===== config.mk =====
export PLATFORM = sky130hd
export DESIGN_NAME = pcx_rle_line_decoder_core_flat
export DESIGN_NICKNAME = d
export VERILOG_FILES = /design/src/rtl/pcxrle_pkg.sv /design/src/rtl/pcxrle_if.sv /design/src/rtl/pcxrle_cfg.sv /design/src/rtl/pcxrle_pos.sv /design/src/rtl/pcx_rle_line_decoder_core.sv /design/src/flat_wrapper.sv
export SDC_FILE = /design/constraint.sdc
export NUM_CORES = 1
export LEC_CHECK = 0
export ABC_AREA = 0
export BUFFER_PORTS_ARGS = -buffer_cell sky130_fd_sc_hd__buf_2
export CORE_MARGIN = 2
export CORE_UTILIZATION = 50
export DETAILED_ROUTE_END_ITERATION = 12
export PLACE_DENSITY_LB_ADDON = 0.15
export SETUP_SLACK_MARGIN = 0.3
export SLEW_MARGIN = 40
export SYNTH_ARGS = -nofsm -noshare
export SYNTH_HDL_FRONTEND = slang
export SYNTH_SLANG_ARGS = --single-unit

===== constraint.sdc =====
create_clock -name clk -period 3.8 [get_ports clk]
set_input_delay 0.57 -clock clk [delete_from_list [all_inputs] [get_ports clk]]
set_output_delay 0.57 -clock clk [all_outputs]
set_load 0.03 [all_outputs]

===== src/rtl/pcxrle_pkg.sv =====
// Shared types and constants for the PCX run-length line decoder.
package pcxrle_pkg;

	localparam int BYTE_W  = 8;
	localparam int CNT_W   = 6;
	localparam int COL_W   = 16;
	localparam int PLANE_W = 2;
	localparam int PLC_W   = 3;
	localparam int ROW_W   = 16;
	localparam int ROWS_W  = 17;
	localparam int DEST_W  = 18;
	localparam int ADDR_W  = 4;
	localparam int DATA_W  = 32;

	localparam logic [BYTE_W-1:0] RUN_TAG        = 8'hC0;
	localparam logic [BYTE_W-1:0] RUN_COUNT_MASK = 8'h3F;

	localparam logic [PLC_W-1:0]  MAX_PLANES = 3'd4;
	localparam logic [ROWS_W-1:0] MAX_ROWS   = 17'h10000;

	// register indexes (byte address / 4)
	localparam logic [1:0] REG_BPL    = 2'd0;
	localparam logic [1:0] REG_PLANES = 2'd1;
	localparam logic [1:0] REG_ROWS   = 2'd2;

	// effective (clamped) geometry
	typedef struct packed {
		logic [COL_W-1:0]  bpl;
		logic [PLC_W-1:0]  planes;
		logic [ROWS_W-1:0] rows;
	} cfg_t;

	// position unit report for the current output byte
	typedef struct packed {
		logic [DEST_W-1:0] dest;
		logic [ROW_W-1:0]  row;
		logic              line_end;
		logic              img_end;
	} pos_info_t;

endpackage


===== src/rtl/pcxrle_if.sv =====
// Valid/ready channel interfaces for the compressed input and decoded output.
interface pcxrle_in_if;
	import pcxrle_pkg::*;
	logic              valid;
	logic              ready;
	logic [BYTE_W-1:0] in_byte;

	modport source (output valid, output in_byte, input ready);
	modport sink (input valid, input in_byte, output ready);
endinterface

interface pcxrle_out_if;
	import pcxrle_pkg::*;
	logic              valid;
	logic              ready;
	logic [BYTE_W-1:0] pixel_byte;
	logic [DEST_W-1:0] dest_index;
	logic [ROW_W-1:0]  row_index;
	logic              run_last;
	logic              line_last;
	logic              image_last;

	modport source (output valid, output pixel_byte, output dest_index, output row_index,
		output run_last, output line_last, output image_last, input ready);
	modport sink (input valid, input pixel_byte, input dest_index, input row_index,
		input run_last, input line_last, input image_last, output ready);
endinterface


===== src/rtl/pcxrle_cfg.sv =====
// APB register bank for the line geometry, with clamped effective values.
module pcxrle_cfg
	import pcxrle_pkg::*;
(
	input  logic              clk,
	input  logic              arst_n,
	input  logic              psel,
	input  logic              penable,
	input  logic              pwrite,
	input  logic [ADDR_W-1:0] paddr,
	input  logic [DATA_W-1:0] pwdata,
	output logic [DATA_W-1:0] prdata,
	output logic              pready,
	output cfg_t              cfg
);

	logic [COL_W-1:0]  bpl_q;
	logic [PLC_W-1:0]  planes_q;
	logic [ROWS_W-1:0] rows_q;
	logic              wr_en;
	logic [1:0]        reg_idx;

	assign pready  = 1'b1;
	assign wr_en   = psel && penable && pwrite;
	assign reg_idx = paddr[ADDR_W-1:2];

	always_ff @(posedge clk or negedge arst_n) begin
		if (!arst_n) begin
			bpl_q    <= COL_W'(1);
			planes_q <= PLC_W'(1);
			rows_q   <= ROWS_W'(1);
		end else if (wr_en) begin
			case (reg_idx)
				REG_BPL:    bpl_q    <= pwdata[COL_W-1:0];
				REG_PLANES: planes_q <= pwdata[PLC_W-1:0];
				REG_ROWS:   rows_q   <= pwdata[ROWS_W-1:0];
				default: ;
			endcase
		end
	end

	always_comb begin
		case (reg_idx)
			REG_BPL:    prdata = DATA_W'(bpl_q);
			REG_PLANES: prdata = DATA_W'(planes_q);
			REG_ROWS:   prdata = DATA_W'(rows_q);
			default:    prdata = '0;
		endcase
	end

	always_comb begin
		cfg.bpl = (bpl_q == '0) ? COL_W'(1) : bpl_q;
		if (planes_q == '0)
			cfg.planes = PLC_W'(1);
		else if (planes_q > MAX_PLANES)
			cfg.planes = MAX_PLANES;
		else
			cfg.planes = planes_q;
		if (rows_q == '0)
			cfg.rows = ROWS_W'(1);
		else if (rows_q > MAX_ROWS)
			cfg.rows = MAX_ROWS;
		else
			cfg.rows = rows_q;
	end

endmodule


===== src/rtl/pcxrle_pos.sv =====
// Shared position unit: holds column/plane/row, reports tags and steps once per output byte.
module pcxrle_pos
	import pcxrle_pkg::*;
(
	input  logic      clk,
	input  logic      arst_n,
	input  cfg_t      cfg,
	input  logic      advance,
	output pos_info_t info
);

	logic [COL_W-1:0]   col_q;
	logic [PLANE_W-1:0] plane_q;
	logic [ROW_W-1:0]   row_q;
	logic               col_end;
	logic               plane_end;
	logic [DEST_W:0]    prod;

	// positions beyond a shrunken bound count as the last one
	assign col_end   = (({1'b0, col_q} + 17'd1) >= {1'b0, cfg.bpl});
	assign plane_end = (({1'b0, plane_q} + 3'd1) >= cfg.planes);
	assign prod      = (DEST_W+1)'(col_q) * (DEST_W+1)'(cfg.planes);

	always_comb begin
		info.dest     = DEST_W'(prod + (DEST_W+1)'(plane_q));
		info.row      = row_q;
		info.line_end = col_end && plane_end;
		info.img_end  = col_end && plane_end && (({1'b0, row_q} + 17'd1) >= cfg.rows);
	end

	always_ff @(posedge clk or negedge arst_n) begin
		if (!arst_n) begin
			col_q   <= '0;
			plane_q <= '0;
			row_q   <= '0;
		end else if (advance) begin
			if (col_end) begin
				col_q <= '0;
				if (plane_end) begin
					plane_q <= '0;
					row_q   <= info.img_end ? '0 : row_q + ROW_W'(1);
				end else begin
					plane_q <= plane_q + PLANE_W'(1);
				end
			end else begin
				col_q <= col_q + COL_W'(1);
			end
		end
	end

endmodule


===== src/rtl/pcx_rle_line_decoder_core.sv =====
// Top level of the PCX run-length line decoder.
//
// Channels: byte_in carries the compressed stream one byte per request;
// pixel_out carries decoded bytes tagged with interleaved destination index,
// row, and last-of-run / last-of-line / last-of-image flags. Both use
// valid/ready; a request moves when both are high.
// Geometry (bytes per plane line, plane count, image rows) is set over the
// APB port at byte addresses 0, 4 and 8; the user must write it only while
// the decoder is idle, which the block itself does not enforce. A literal
// byte passes via the value register and run counter to the output register
// before it appears at pixel_out. A marker byte gives no output; a run,
// clipped at line end, is issued one output byte per cycle through the
// shared position unit while the receiver is not stalling, with the input
// held off until the run's last byte is issued. A stalled receiver freezes
// the output register and the run counter; no byte is lost or repeated.
// Reset clears all positions to row 0, column 0, plane 0 and the geometry
// registers to 1. After the last byte of the image the row count wraps to 0.
module pcx_rle_line_decoder_core
	import pcxrle_pkg::*;
(
	input  logic              clk,
	input  logic              arst_n,
	pcxrle_in_if.sink         byte_in,
	pcxrle_out_if.source      pixel_out,
	input  logic              psel,
	input  logic              penable,
	input  logic              pwrite,
	input  logic [ADDR_W-1:0] paddr,
	input  logic [DATA_W-1:0] pwdata,
	output logic [DATA_W-1:0] prdata,
	output logic              pready
);

	cfg_t              cfg;
	pos_info_t         info;

	logic [CNT_W-1:0]  cnt_q;
	logic [CNT_W-1:0]  pend_q;
	logic              awaiting_q;
	logic [BYTE_W-1:0] val_q;
	logic              ov_q;

	logic [BYTE_W-1:0] pix_q;
	logic [DEST_W-1:0] dest_q;
	logic [ROW_W-1:0]  row_q;
	logic              run_last_q;
	logic              line_last_q;
	logic              image_last_q;

	logic              emit;
	logic              cur_last;
	logic              last_emit;
	logic              in_ready;
	logic              in_fire;
	logic              is_tag;

	pcxrle_cfg u_cfg (
		.clk     (clk),
		.arst_n  (arst_n),
		.psel    (psel),
		.penable (penable),
		.pwrite  (pwrite),
		.paddr   (paddr),
		.pwdata  (pwdata),
		.prdata  (prdata),
		.pready  (pready),
		.cfg     (cfg)
	);

	pcxrle_pos u_pos (
		.clk     (clk),
		.arst_n  (arst_n),
		.cfg     (cfg),
		.advance (emit),
		.info    (info)
	);

	assign emit      = (cnt_q != '0) && (!ov_q || pixel_out.ready);
	assign cur_last  = (cnt_q == CNT_W'(1)) || info.line_end;
	assign last_emit = emit && cur_last;
	// next byte may enter in the same cycle the run's final byte is issued
	assign in_ready  = (cnt_q == '0) || last_emit;
	assign in_fire   = byte_in.valid && in_ready;
	assign is_tag    = ((byte_in.in_byte & RUN_TAG) == RUN_TAG);

	assign byte_in.ready        = in_ready;
	assign pixel_out.valid      = ov_q;
	assign pixel_out.pixel_byte = pix_q;
	assign pixel_out.dest_index = dest_q;
	assign pixel_out.row_index  = row_q;
	assign pixel_out.run_last   = run_last_q;
	assign pixel_out.line_last  = line_last_q;
	assign pixel_out.image_last = image_last_q;

	always_ff @(posedge clk or negedge arst_n) begin
		if (!arst_n) begin
			cnt_q      <= '0;
			pend_q     <= '0;
			awaiting_q <= 1'b0;
			ov_q       <= 1'b0;
		end else begin
			if (emit)
				ov_q <= 1'b1;
			else if (pixel_out.ready)
				ov_q <= 1'b0;

			if (in_fire) begin
				if (awaiting_q) begin
					cnt_q      <= pend_q;
					pend_q     <= '0;
					awaiting_q <= 1'b0;
				end else if (is_tag) begin
					cnt_q      <= '0;
					pend_q     <= CNT_W'(byte_in.in_byte & RUN_COUNT_MASK);
					awaiting_q <= 1'b1;
				end else begin
					cnt_q <= CNT_W'(1);
				end
			end else if (emit) begin
				cnt_q <= info.line_end ? '0 : cnt_q - CNT_W'(1);
			end
		end
	end

	always_ff @(posedge clk) begin
		if (in_fire)
			val_q <= byte_in.in_byte;
		if (emit) begin
			pix_q        <= val_q;
			dest_q       <= info.dest;
			row_q        <= info.row;
			run_last_q   <= cur_last;
			line_last_q  <= info.line_end;
			image_last_q <= info.img_end;
		end
	end

	a_marker_arms: assert property (@(posedge clk) disable iff (!arst_n)
		in_fire && !awaiting_q && is_tag |=> awaiting_q && cnt_q == '0)
		else $error("marker byte did not arm value wait");

	a_line_ends_run: assert property (@(posedge clk) disable iff (!arst_n)
		ov_q && line_last_q |-> run_last_q)
		else $error("line end without run end");

	a_image_on_line: assert property (@(posedge clk) disable iff (!arst_n)
		ov_q && image_last_q |-> line_last_q)
		else $error("image end off line end");

	a_busy_holds_input: assert property (@(posedge clk) disable iff (!arst_n)
		(cnt_q != '0) && !last_emit |-> !byte_in.ready)
		else $error("input taken mid-run");

	a_line_clears_run: assert property (@(posedge clk) disable iff (!arst_n)
		emit && info.line_end && !in_fire |=> cnt_q == '0)
		else $error("run continued past line end");

endmodule

===== src/flat_wrapper.sv =====
// flat-port wrapper written by rule: the top's interface ports become plain ports
module pcx_rle_line_decoder_core_flat import pcxrle_pkg::*;
  (clk, arst_n, psel, penable, pwrite, paddr, pwdata, prdata, pready, byte_in_valid, byte_in_in_byte, byte_in_ready, pixel_out_valid, pixel_out_pixel_byte, pixel_out_dest_index, pixel_out_row_index, pixel_out_run_last, pixel_out_line_last, pixel_out_image_last, pixel_out_ready);
  pcxrle_in_if byte_in_i ();
  pcxrle_out_if pixel_out_i ();
  input  logic clk;
  input  logic arst_n;
  input  logic psel;
  input  logic penable;
  input  logic pwrite;
  input  logic [ADDR_W-1:0] paddr;
  input  logic [DATA_W-1:0] pwdata;
  output logic [DATA_W-1:0] prdata;
  output logic pready;
  input wire logic [$bits(byte_in_i.valid)-1:0] byte_in_valid;
  input wire logic [$bits(byte_in_i.in_byte)-1:0] byte_in_in_byte;
  output wire logic [$bits(byte_in_i.ready)-1:0] byte_in_ready;
  output wire logic [$bits(pixel_out_i.valid)-1:0] pixel_out_valid;
  output wire logic [$bits(pixel_out_i.pixel_byte)-1:0] pixel_out_pixel_byte;
  output wire logic [$bits(pixel_out_i.dest_index)-1:0] pixel_out_dest_index;
  output wire logic [$bits(pixel_out_i.row_index)-1:0] pixel_out_row_index;
  output wire logic [$bits(pixel_out_i.run_last)-1:0] pixel_out_run_last;
  output wire logic [$bits(pixel_out_i.line_last)-1:0] pixel_out_line_last;
  output wire logic [$bits(pixel_out_i.image_last)-1:0] pixel_out_image_last;
  input wire logic [$bits(pixel_out_i.ready)-1:0] pixel_out_ready;
  assign byte_in_i.valid = byte_in_valid;
  assign byte_in_i.in_byte = byte_in_in_byte;
  assign byte_in_ready = byte_in_i.ready;
  assign pixel_out_valid = pixel_out_i.valid;
  assign pixel_out_pixel_byte = pixel_out_i.pixel_byte;
  assign pixel_out_dest_index = pixel_out_i.dest_index;
  assign pixel_out_row_index = pixel_out_i.row_index;
  assign pixel_out_run_last = pixel_out_i.run_last;
  assign pixel_out_line_last = pixel_out_i.line_last;
  assign pixel_out_image_last = pixel_out_i.image_last;
  assign pixel_out_i.ready = pixel_out_ready;
  pcx_rle_line_decoder_core u_core (.clk(clk), .arst_n(arst_n), .byte_in(byte_in_i), .pixel_out(pixel_out_i), .psel(psel), .penable(penable), .pwrite(pwrite), .paddr(paddr), .pwdata(pwdata), .prdata(prdata), .pready(pready));
endmodule

==> results of run 1 <==
[flip-flops by register name, summed over array words and instances (netlist names), 2 cells and up]
name and flops:
u_core.u_cfg.bpl_q 16, u_core.u_pos.col_q 16, u_core.cnt_q 6, u_core.pixel_out.pixel_byte 8, u_core.pixel_out.row_index 16, u_core.u_cfg.rows_q 17
u_core.pend_q 6, u_core.pixel_out.dest_index 18, u_core.u_pos.row_q 16, u_core.u_cfg.planes_q 3, u_core.val_q 8, u_core.u_pos.plane_q 2
[layer usage]
layer	share of wire (%)	up-vias	wire [um]	track usage (%)
li1	-	3378	-	-
met1	47	3385	9830	32.3
met2	46	159	9570	34.3
met3	4.8	34	1010	5.20
met4	2.0	0	413	7.87
met5	0	-	0	0
[cell usage after synthesis, drive strengths merged (15+ instances only)]
| master | count |
|---|---|
| nand2 | 143 |
| dfrtp | 81 |
| ha | 76 |
| inv | 70 |
| o21ai | 63 |
| edfxtp | 53 |
| nor2 | 43 |
| nand3 | 32 |
| xnor2 | 29 |
| a21oi | 26 |
| clkbuf | 24 |
| buf | 22 |
| mux2 | 21 |
| mux2i | 16 |
| fa | 15 |
[critical path, stage by stage (launching register included)]
cell	delay (ns)
dfrtp_1	0.41
buf_4	0.15
nand3_4	0.12
nor2_4	0.17
nand4_1	0.15
xnor2_2	0.19
ha_1	0.34
a21o_1	0.19
a21o_1	0.19
a221oi_4	0.28
a21oi_2	0.12
nand2b_4	0.16
a21bo_4	0.21
buf_6	0.13
[repair_timing]
action                                  CTS  global route
gates resized for setup                  68            54
pin swaps                                46            28
buffers inserted                         25             9
endpoints found under the setup margin   18            33
[metrics by stage]
stage,area (um2),hold WS (ns)
after floorplan,8810,0.274
after global placement,9690,0.401
after detailed placement,9690,0.408
after CTS,10800,0.0965
after global routing,11100,0.104
final,11100,0.0866
[power breakdown]
group | internal, mW | total [mW] | leakage, nW | switching, mW
Clock | 1.00 | 1.67 | 0.286 | 0.663
Combinational | 0.889 | 2.21 | 3.43 | 1.32
Sequential | 1.90 | 2.13 | 1.58 | 0.226
Total | 3.79 | 6.00 | 5.29 | 2.21
[final cells by class]
| class | count | area [um2] |
|---|---|---|
| fill | 1390 | 5990 |
| inverter | 71 | 267 |
| clock buffer | 19 | 453 |
| sequential | 137 | 3700 |
| timing repair buffer | 176 | 1150 |
| multi-input combinational | 643 | 5130 |
| clock inverter | 13 | 140 |
| tap | 225 | 282 |
| antenna | 1 | 2.50 |
[how the worst max path moves through the flow]
| stage | endpoint | slack [ns] | depth (start not counted) |
|---|---|---|---|
| floorplan | u_core.pixel_out.dest_index[15] | 0.25 | 15 |
| global placement | u_core.pixel_out.dest_index[15] | -0.06 | 16 |
| detailed placement | u_core.pixel_out.dest_index[15] | -0.15 | 16 |
| CTS | byte_in_ready | 0.009 | 14 |
| global route | byte_in_ready | -0.17 | 14 |
| finish | byte_in_ready | -0.02 | 13 |
[cell families after synthesis]
logic type / count (synthesis) / synth area share [%]
xor gates and xnor gates: 42 / 4.24
and+or+nand+nor: 305 / 16.5
DFF: 137 / 42.6
muxes: 37 / 4.57
other: 2 / 0.0865
AOI/OAI and AO/OA: 152 / 11.8
adders and majority gates: 91 / 14.4
buffers and inverters: 117 / 5.83
==> results.py, run 1 <==
metrics = {
    "run_status": {
        "status": "complete, but fails checks",
        "violations": "negative setup slack",
    },
    "worst_setup_path": {
        "ff2ff_path_depth": 16,
        "worstPathRequired_ns": 3.23,
        "start_kind": "flip-flop",
        "criticalPathCategory": "reg -> out",
        "timing.reg2reg.setup_slack_ns": 0.20,
        "worst-endpoint-arrival_ns": 3.25,
        "regToRegEndpoint": "u_core.pixel_out.dest_index[15]",
        "crit_path_end_kind": "primary output",
        "r2r-start": "u_core.u_cfg.planes_q[0]",
        "worstPathMaxFanout": 4,
        "crit_start": "u_core.u_pos.col_q[1]",
    },
    "global_route": {
        "grt_pass1_wl_mm": 32.7,
        "grt_pass1_vias": 6585,
        "grt_overflow_total": 0,
        "grt_max_degree": 37,
        "antenna_found_initial": 1,
        "grt_usage_pct": 22.7,
    },
    "placed_design": {
        "gp_congestion": 0.861,
        "port_buffers": 97,
        "place_hpwl_mm": 14.5,
        "place_ws_ns": -0.152,
        "place_inst": 1218,
    },
    "floorplanning": {
        "ios": 131,
        "die_width_um": 136,
        "start_util_pct": 50.7,
        "num_rows": 48,
        "die_area_mm2": 0.0184,
        "die_h_um": 136,
        "core_mm2": 0.0171,
    },
    "drt": {
        "dr.first_iter.drc_count": 372,
        "vias": 6956,
        "drc_errors": 0,
        "viasPerCell": 5.41,
        "final_antenna_net_count": 0,
        "wl_per_cell_um": 16.2,
        "drtPass1Iterations": 5,
        "wl_mm": 20.8,
    },
    "timing": {
        "hold_viol": 0,
        "min_period_over_period_pct": 101,
        "setup_violations": 1,
        "worst_pin_slew_ns": 0.812,
        "finalClockSkew_ns": 0.00767,
        "fin_setup_tns_ns": -0.0211,
        "slew_headroom_pct": 45.7,
        "fin_crit_ns": 3.82,
        "rsz0062_at_grt": "true",
        "postLayoutSetupSlackWorst_ns": -0.0211,
        "slew_violations": 0,
        "clock.fmax_mhz": 262,
    },
    "yosys": {
        "ys_warn_count": 0,
        "ys_ff_latch": 137,
        "synthCells": 883,
        "synth_area_mm2": 0.00868,
        "synth_edf_count": 53,
        "ys_top_cells_by_area": "dfrtp_1, edfxtp_1, ha_1",
        "synthDistinctLibCells": 71,
        "synth_top_area_cell": "dfrtp_1",
        "synthArstFlopShare_pct": 61.3,
        "ys.flop_type": "dfrtp_1",
        "synth.yosys.seq_area_share_pct": 42.6,
        "synth_top_area_share_pct": 23.3,
        "syn_avg_cell_area_um2": 9.84,
    },
    "finish": {
        "layout_common_cells": "nand2_1, buf_2, dfrtp_1, buf_4, inv_1",
        "final_nets": 1188,
        "drive_gt1_share_pct": 32.4,
        "final_cells": 1285,
        "final_common_cell": "nand2_1",
        "final_core_util_pct": 65.0,
        "area_delta_synth_final_pct": 28.1,
    },
    "clock_network": {
        "clkTransAtPathRegs_ns": 0.06,
        "h-tree-depth": 4,
        "cts_tree": "built",
        "clkLatencyLatePin_ns": 0.43,
        "numCtsBuffers": 17,
        "cts-root-buf": "clkbuf_16",
        "clkSinkCount": 137,
        "cts_max_path_buffers": 2,
        "ctsHoldBuffers": 0,
    },
    "flow_run": {
        "maxCapViolCount": 0,
    },
    "pwr": {
        "power.density_mw_per_mm2": 539,
        "vdd_ir_drop_max_uv": 349,
        "power_leakage_nw": 5.29,
        "power_mw": 6.00,
    },
    "hold_path": {
        "hold_path_class": "in -> async",
    },
}
No activity file was read; power rests on OpenSTA's default activity.
==> run 2, diff against run 1 <==
Settings changed: REMOVE_ABC_BUFFERS set to 1.
==> run 2 against run 1 <==
Against the previous run: the flow still finishes with violations (negative setup slack); flip-flop and latch count did not move; utilization rose by 0.86 points; first-iteration DRC count did not move; routed wire length barely moved; fmax rose by 0.18%; sequential power barely moved; clock skew rose by 0.0024 ns; cell count rose by 2.3%; largest cell class unchanged.
==> results.py, run 2 (synthesized netlist as in run 1, its figures left out) <==
metrics = {
    "timing": {
        "finalClockSkew_ns": 0.0101,
        "worst_pin_slew_ns": 0.820,
        "postLayoutSetupSlackWorst_ns": -0.0142,
        "slew_headroom_pct": 45.2,
        "clock.fmax_mhz": 262,
        "setup_violations": 1,
        "slew_violations": 0,
        "rsz0062_at_grt": "true",
        "hold_slack_ns": 0.135,
        "hold_viol": 0,
        "min_period_over_period_pct": 100,
        "fin_crit_ns": 3.81,
    },
    "worst_setup_path": {
        "worstPathRequired_ns": 3.23,
        "criticalPathCategory": "reg -> out",
        "crit_slowest_cell": "dfrtp_2",
        "timing.reg2reg.setup_slack_ns": 0.05,
        "regToRegEndpoint": "u_core.pixel_out.dest_index[14]",
        "path_buf_inv": 2,
        "worst-endpoint-arrival_ns": 3.24,
        "worstPathMaxFanout": 5,
        "path_depth": 14,
        "cp_cell_sequence": "ha_4 > buf_6 > nand3_2 > xnor2_2 > ha_1 > a21oi_2 > o22ai_2 > nor3_2 > o31ai_2 > a221oi_4 > a21oi_2 > nand2b_4 > a21bo_2 > buf_6",
        "r2r-start": "u_core.u_cfg.planes_q[0]",
        "critical_path.max_stage_delay_ns": 0.42,
        "ff2ff_path_depth": 19,
        "crit_path_end_kind": "primary output",
        "crit_family": "compound AO/OA/AOI/OAI gates",
        "start_kind": "flip-flop",
    },
    "floorplanning": {
        "die_area_mm2": 0.0184,
        "num_rows": 48,
        "die_width_um": 136,
        "ios": 131,
        "die_h_um": 136,
        "start_util_pct": 50.7,
        "core_mm2": 0.0171,
    },
    "clock_network": {
        "cts_max_path_buffers": 2,
        "cts-root-buf": "clkbuf_16",
        "clkLatencyLatePin_ns": 0.43,
        "cts_tree": "built",
        "h-tree-depth": 4,
        "numCtsBuffers": 17,
        "clkSinkCount": 137,
        "clkTransAtPathRegs_ns": 0.06,
    },
    "finish": {
        "antennaDiodeCount": 0,
        "layout_common_cells": "nand2_1, buf_2, buf_4, dfrtp_1, inv_1",
        "drive_gt1_share_pct": 33.9,
        "final_cells": 1315,
        "stdcell_area_mm2": 0.0113,
        "final_common_cell": "nand2_1",
        "fill_cells": 1388,
        "final_nets": 1219,
        "largest_reg_flops": 18,
        "multi_input_area_mm2": 0.00509,
        "regArea_mm2": 0.00370,
        "final_core_util_pct": 65.8,
        "area_delta_synth_final_pct": 29.8,
    },
    "drt": {
        "wl_per_cell_um": 15.8,
        "dr.first_iter.drc_count": 372,
        "final_antenna_net_count": 0,
        "drc_errors": 0,
        "drtPass1Iterations": 6,
        "viasPerCell": 5.43,
        "wl_mm": 20.8,
        "vias": 7145,
    },
    "global_route": {
        "grt_overflow_total": 0,
        "antenna_found_initial": 0,
        "grt_pass1_vias": 6836,
        "grt_usage_pct": 23.1,
        "grt_pass1_wl_mm": 33.5,
        "grt_max_degree": 64,
    },
    "placed_design": {
        "post_dp_cell_area_mm2": 0.00972,
        "place_inst": 1232,
        "place_hpwl_mm": 14.3,
        "gp_congestion": 0.883,
        "place_ws_ns": -0.281,
        "port_buffers": 97,
    },
    "run_status": {
        "violations": "negative setup slack",
        "status": "complete, but fails checks",
    },
    "flow_run": {
        "maxCapViolCount": 0,
    },
    "pwr": {
        "power.density_mw_per_mm2": 537,
        "power_leakage_nw": 5.46,
        "vdd_ir_drop_max_uv": 417,
    },
    "hold_path": {
        "hold_path_class": "in -> async",
    },
}
==> run 2: metal layers <==
metal,track usage (%),up-vias,part of all wire (%)
li1,-,3441,-
met1,31.4,3491,44
met2,38.1,182,50
met3,4.15,31,4.5
met4,6.48,0,1.4
met5,0,-,0
==> run 2: power by group <==
group	leakage [nW]	switching [mW]	internal, mW
clock network	0.264	0.689	0.843
registers	1.57	0.245	1.90
logic	3.62	1.35	1.03
total	5.46	2.28	3.77
==> run 2: cell type report <==
| type | instances | area share (%) |
|---|---|---|
| clock buffers | 17 | 3.77 |
| clock inverters | 15 | 1.05 |
| inverters | 71 | 2.36 |
| multi-input cells | 643 | 45.1 |
| flip-flops and latches | 137 | 32.9 |
| well taps | 225 | 2.50 |
| repair buffers | 207 | 12.3 |
==> run 2: worst max-delay path by stage <==
stage | slack, ns | startpoint | end
2_1_floorplan | -0.37 | u_core.u_cfg.planes_q[2] | u_core.pixel_out.dest_index[16]
3_3_place_gp | -0.19 | u_core.u_cfg.planes_q[0] | u_core.pixel_out.dest_index[15]
3_5_place_dp | -0.28 | u_core.u_cfg.planes_q[0] | u_core.pixel_out.dest_index[15]
4_1_cts | -0.03 | u_core.u_pos.col_q[5] | byte_in_ready
5_1_grt | -0.13 | u_core.u_cfg.planes_q[0] | u_core.pixel_out.dest_index[14]
6_report | -0.01 | u_core.u_pos.col_q[0] | byte_in_ready
==> run 2: stage by stage <==
step	setup TNS, ns	total power, mW
floorplan	-1.36	3.38
global placement	-0.707	3.98
detailed placement	-0.928	4.02
CTS	-0.0287	5.87
global route	-0.432	6.40
finish	-0.0142	6.05
==> run 2: timing repair <==
item                       in CTS  in global routing
gates resized for setup        72                 59
pin swaps                      42                 37
setup endpoints to repair      23                 29
buffers inserted               28                 23
hold buffers                    0                  0
==> run 3, diff against run 2 <==
Settings changed: CORE_MARGIN 2 to unset, RECOVER_POWER set to 50.
==> run 3 against run 2 <==
Against the previous run: the flow finishes with violations (max-capacitance violations, max-slew violations); via count down 1.9%; combinational power decreased by 6%; cell count down 2.7%; fmax up 0.38%; utilization shrank 0.35 points; hold slack better by 0.20 ns; clock power increased by 9.8%; critical path depth shrank 2; clock skew is 0.0010 ns higher; flip-flop and latch count unchanged; critical path type unchanged; critical endpoint unchanged; largest power group unchanged.
==> results.py, run 3 (synthesized netlist as in run 1, its figures left out) <==
metrics = {
    "clock_network": {
        "cts_max_path_buffers": 2,
        "cts_tree": "built",
        "cts-root-buf": "clkbuf_16",
        "clkTransAtPathRegs_ns": 0.06,
        "clkSinkCount": 137,
        "numCtsBuffers": 17,
        "h-tree-depth": 4,
        "ctsHoldBuffers": 0,
        "clkLatencyLatePin_ns": 0.43,
    },
    "run_status": {
        "violations": "max-capacitance violations, max-slew violations",
        "status": "complete, but fails checks",
    },
    "floorplanning": {
        "num_rows": 47,
        "ios": 131,
        "die_width_um": 134,
        "core_mm2": 0.0168,
        "die_area_mm2": 0.0179,
        "die_h_um": 134,
        "start_util_pct": 51.8,
    },
    "drt": {
        "met2_length_mm": 10.0,
        "drtPass1Iterations": 5,
        "route.layer.met1.wl_mm": 9.14,
        "wl_per_cell_um": 15.9,
        "viasPerCell": 5.48,
        "final_antenna_net_count": 0,
        "wl_met3_um": 932,
        "drc_errors": 0,
        "vias": 7011,
        "topRoutingLayerUsed": "met4",
        "dr.first_iter.drc_count": 447,
        "wl_mm": 20.3,
    },
    "finish": {
        "area_delta_synth_final_pct": 26.4,
        "final_common_cell": "nand2_1",
        "drive_gt1_share_pct": 28.6,
        "layout_common_cells": "nand2_1, dfrtp_1, buf_4, inv_1, ha_1",
        "final_core_util_pct": 65.5,
        "fill_cells": 1385,
        "largest_reg_flops": 18,
        "antennaDiodeCount": 0,
        "final_nets": 1188,
    },
    "global_route": {
        "antenna_found_initial": 0,
        "grt_pass1_vias": 6832,
        "grt_overflow_total": 0,
        "grt_pass1_wl_mm": 33.5,
        "grt_max_degree": 85,
        "grt_usage_pct": 23.8,
    },
    "worst_setup_path": {
        "start_kind": "flip-flop",
        "worstPathMaxFanout": 3,
        "crit_path_end_kind": "primary output",
        "worst-endpoint-arrival_ns": 3.23,
        "timing.reg2reg.setup_slack_ns": 0.11,
        "criticalPathCategory": "reg -> out",
        "worstPathRequired_ns": 3.23,
    },
    "placed_design": {
        "place_hpwl_mm": 13.8,
        "port_buffers": 97,
        "gp_congestion": 0.833,
        "place_ws_ns": -0.236,
    },
    "timing": {
        "slew_headroom_pct": -44.3,
        "hold_viol": 0,
        "rsz0062_at_grt": "true",
        "fin_crit_ns": 3.80,
        "slew_violations": 85,
        "setup_violations": 0,
        "finalClockSkew_ns": 0.0112,
        "worst_pin_slew_ns": 2.16,
        "min_period_over_period_pct": 100,
        "hold_slack_ns": 0.334,
        "fin_setup_tns_ns": 0,
        "postLayoutSetupSlackWorst_ns": 0.000157,
        "clock.fmax_mhz": 263,
    },
    "hold_path": {
        "hold_path_class": "in -> reg",
    },
    "pwr": {
        "vdd_ir_drop_max_uv": 370,
        "power_leakage_nw": 5.18,
        "power_mw": 6.03,
        "power.density_mw_per_mm2": 549,
    },
    "flow_run": {
        "maxCapViolCount": 1,
    },
}
==> run 3: cell types whose count changed in the layout (fill, tap and decap cells not counted), moves of 3 or more <==
cell and delta:
buf_4 -23, clkbuf_1 +37, buf_6 -14, buf_12 +3, ha_2 +3, ha_4 -4
buf_2 -35, clkinv_4 -3
==> run 3: path summary, 6_finish.rpt <==
path | from | end | depth (start not counted)
max in group asynchronous | arst_n | u_core.u_pos.col_q[6] | 1
setup reg to reg | u_core.u_cfg.planes_q[0] | u_core.pixel_out.dest_index[17] | 17
hold reg to reg | u_core.val_q[6] | u_core.pixel_out.pixel_byte[6] | 0
hold / removal | byte_in_in_byte[7] | u_core.val_q[7] | 1
min in group asynchronous | arst_n | u_core.u_pos.row_q[5] | 1
setup / recovery | u_core.u_cfg.bpl_q[1] | byte_in_ready | 12
==> run 3: worst max-delay path, stage by stage, from the launching register on <==
cell,delay (ns)
dfrtp_1,0.40
nor4_2,0.38
a41o_1,0.27
ha_1,0.24
nand2b_1,0.14
a21o_1,0.19
a21oi_2,0.14
o31ai_2,0.10
a221oi_4,0.35
a21oi_2,0.12
nand2b_4,0.15
a21bo_2,0.19
buf_6,0.13
==> run 3: final cells by class <==
class | count | area (um2) | share of cell area [%]
Clock buffer | 18 | 429 | 3.91
Clock inverter | 14 | 164 | 1.49
Inverter | 71 | 267 | 2.43
Multi-Input combinational cell | 643 | 5040 | 46.0
Sequential cell | 137 | 3700 | 33.7
Tap cell | 220 | 275 | 2.51
Timing Repair Buffer | 176 | 1090 | 9.96
==> run 3: power by group <==
group          internal, mW  switching, mW
clock network         0.985          0.696
registers              1.90          0.216
logic                 0.907           1.32
total                  3.79           2.24
==> run 3: routing by layer <==
layer | vias to the layer above | track usage, %
li1 | 3389 | -
met1 | 3426 | 32.4
met2 | 177 | 38.9
met3 | 19 | 4.50
met4 | 0 | 6.31
met5 | - | 0
==> run 3: per-stage QoR <==
step	instance area, um2	std cells
2_1_floorplan	8500	851
3_3_place_gp	9740	1225
3_5_place_dp	9740	1225
4_1_cts	10900	1272
5_1_grt	11000	1279
6_report	11000	1279
==> run 3: what timing repair did <==
item / 4_1_cts / 5_1_grt
setup buffers: 14 / 7
cloned: 1 / 0
setup endpoints to repair: 21 / 43
gates resized for setup: 83 / 36
pin swaps: 39 / 23
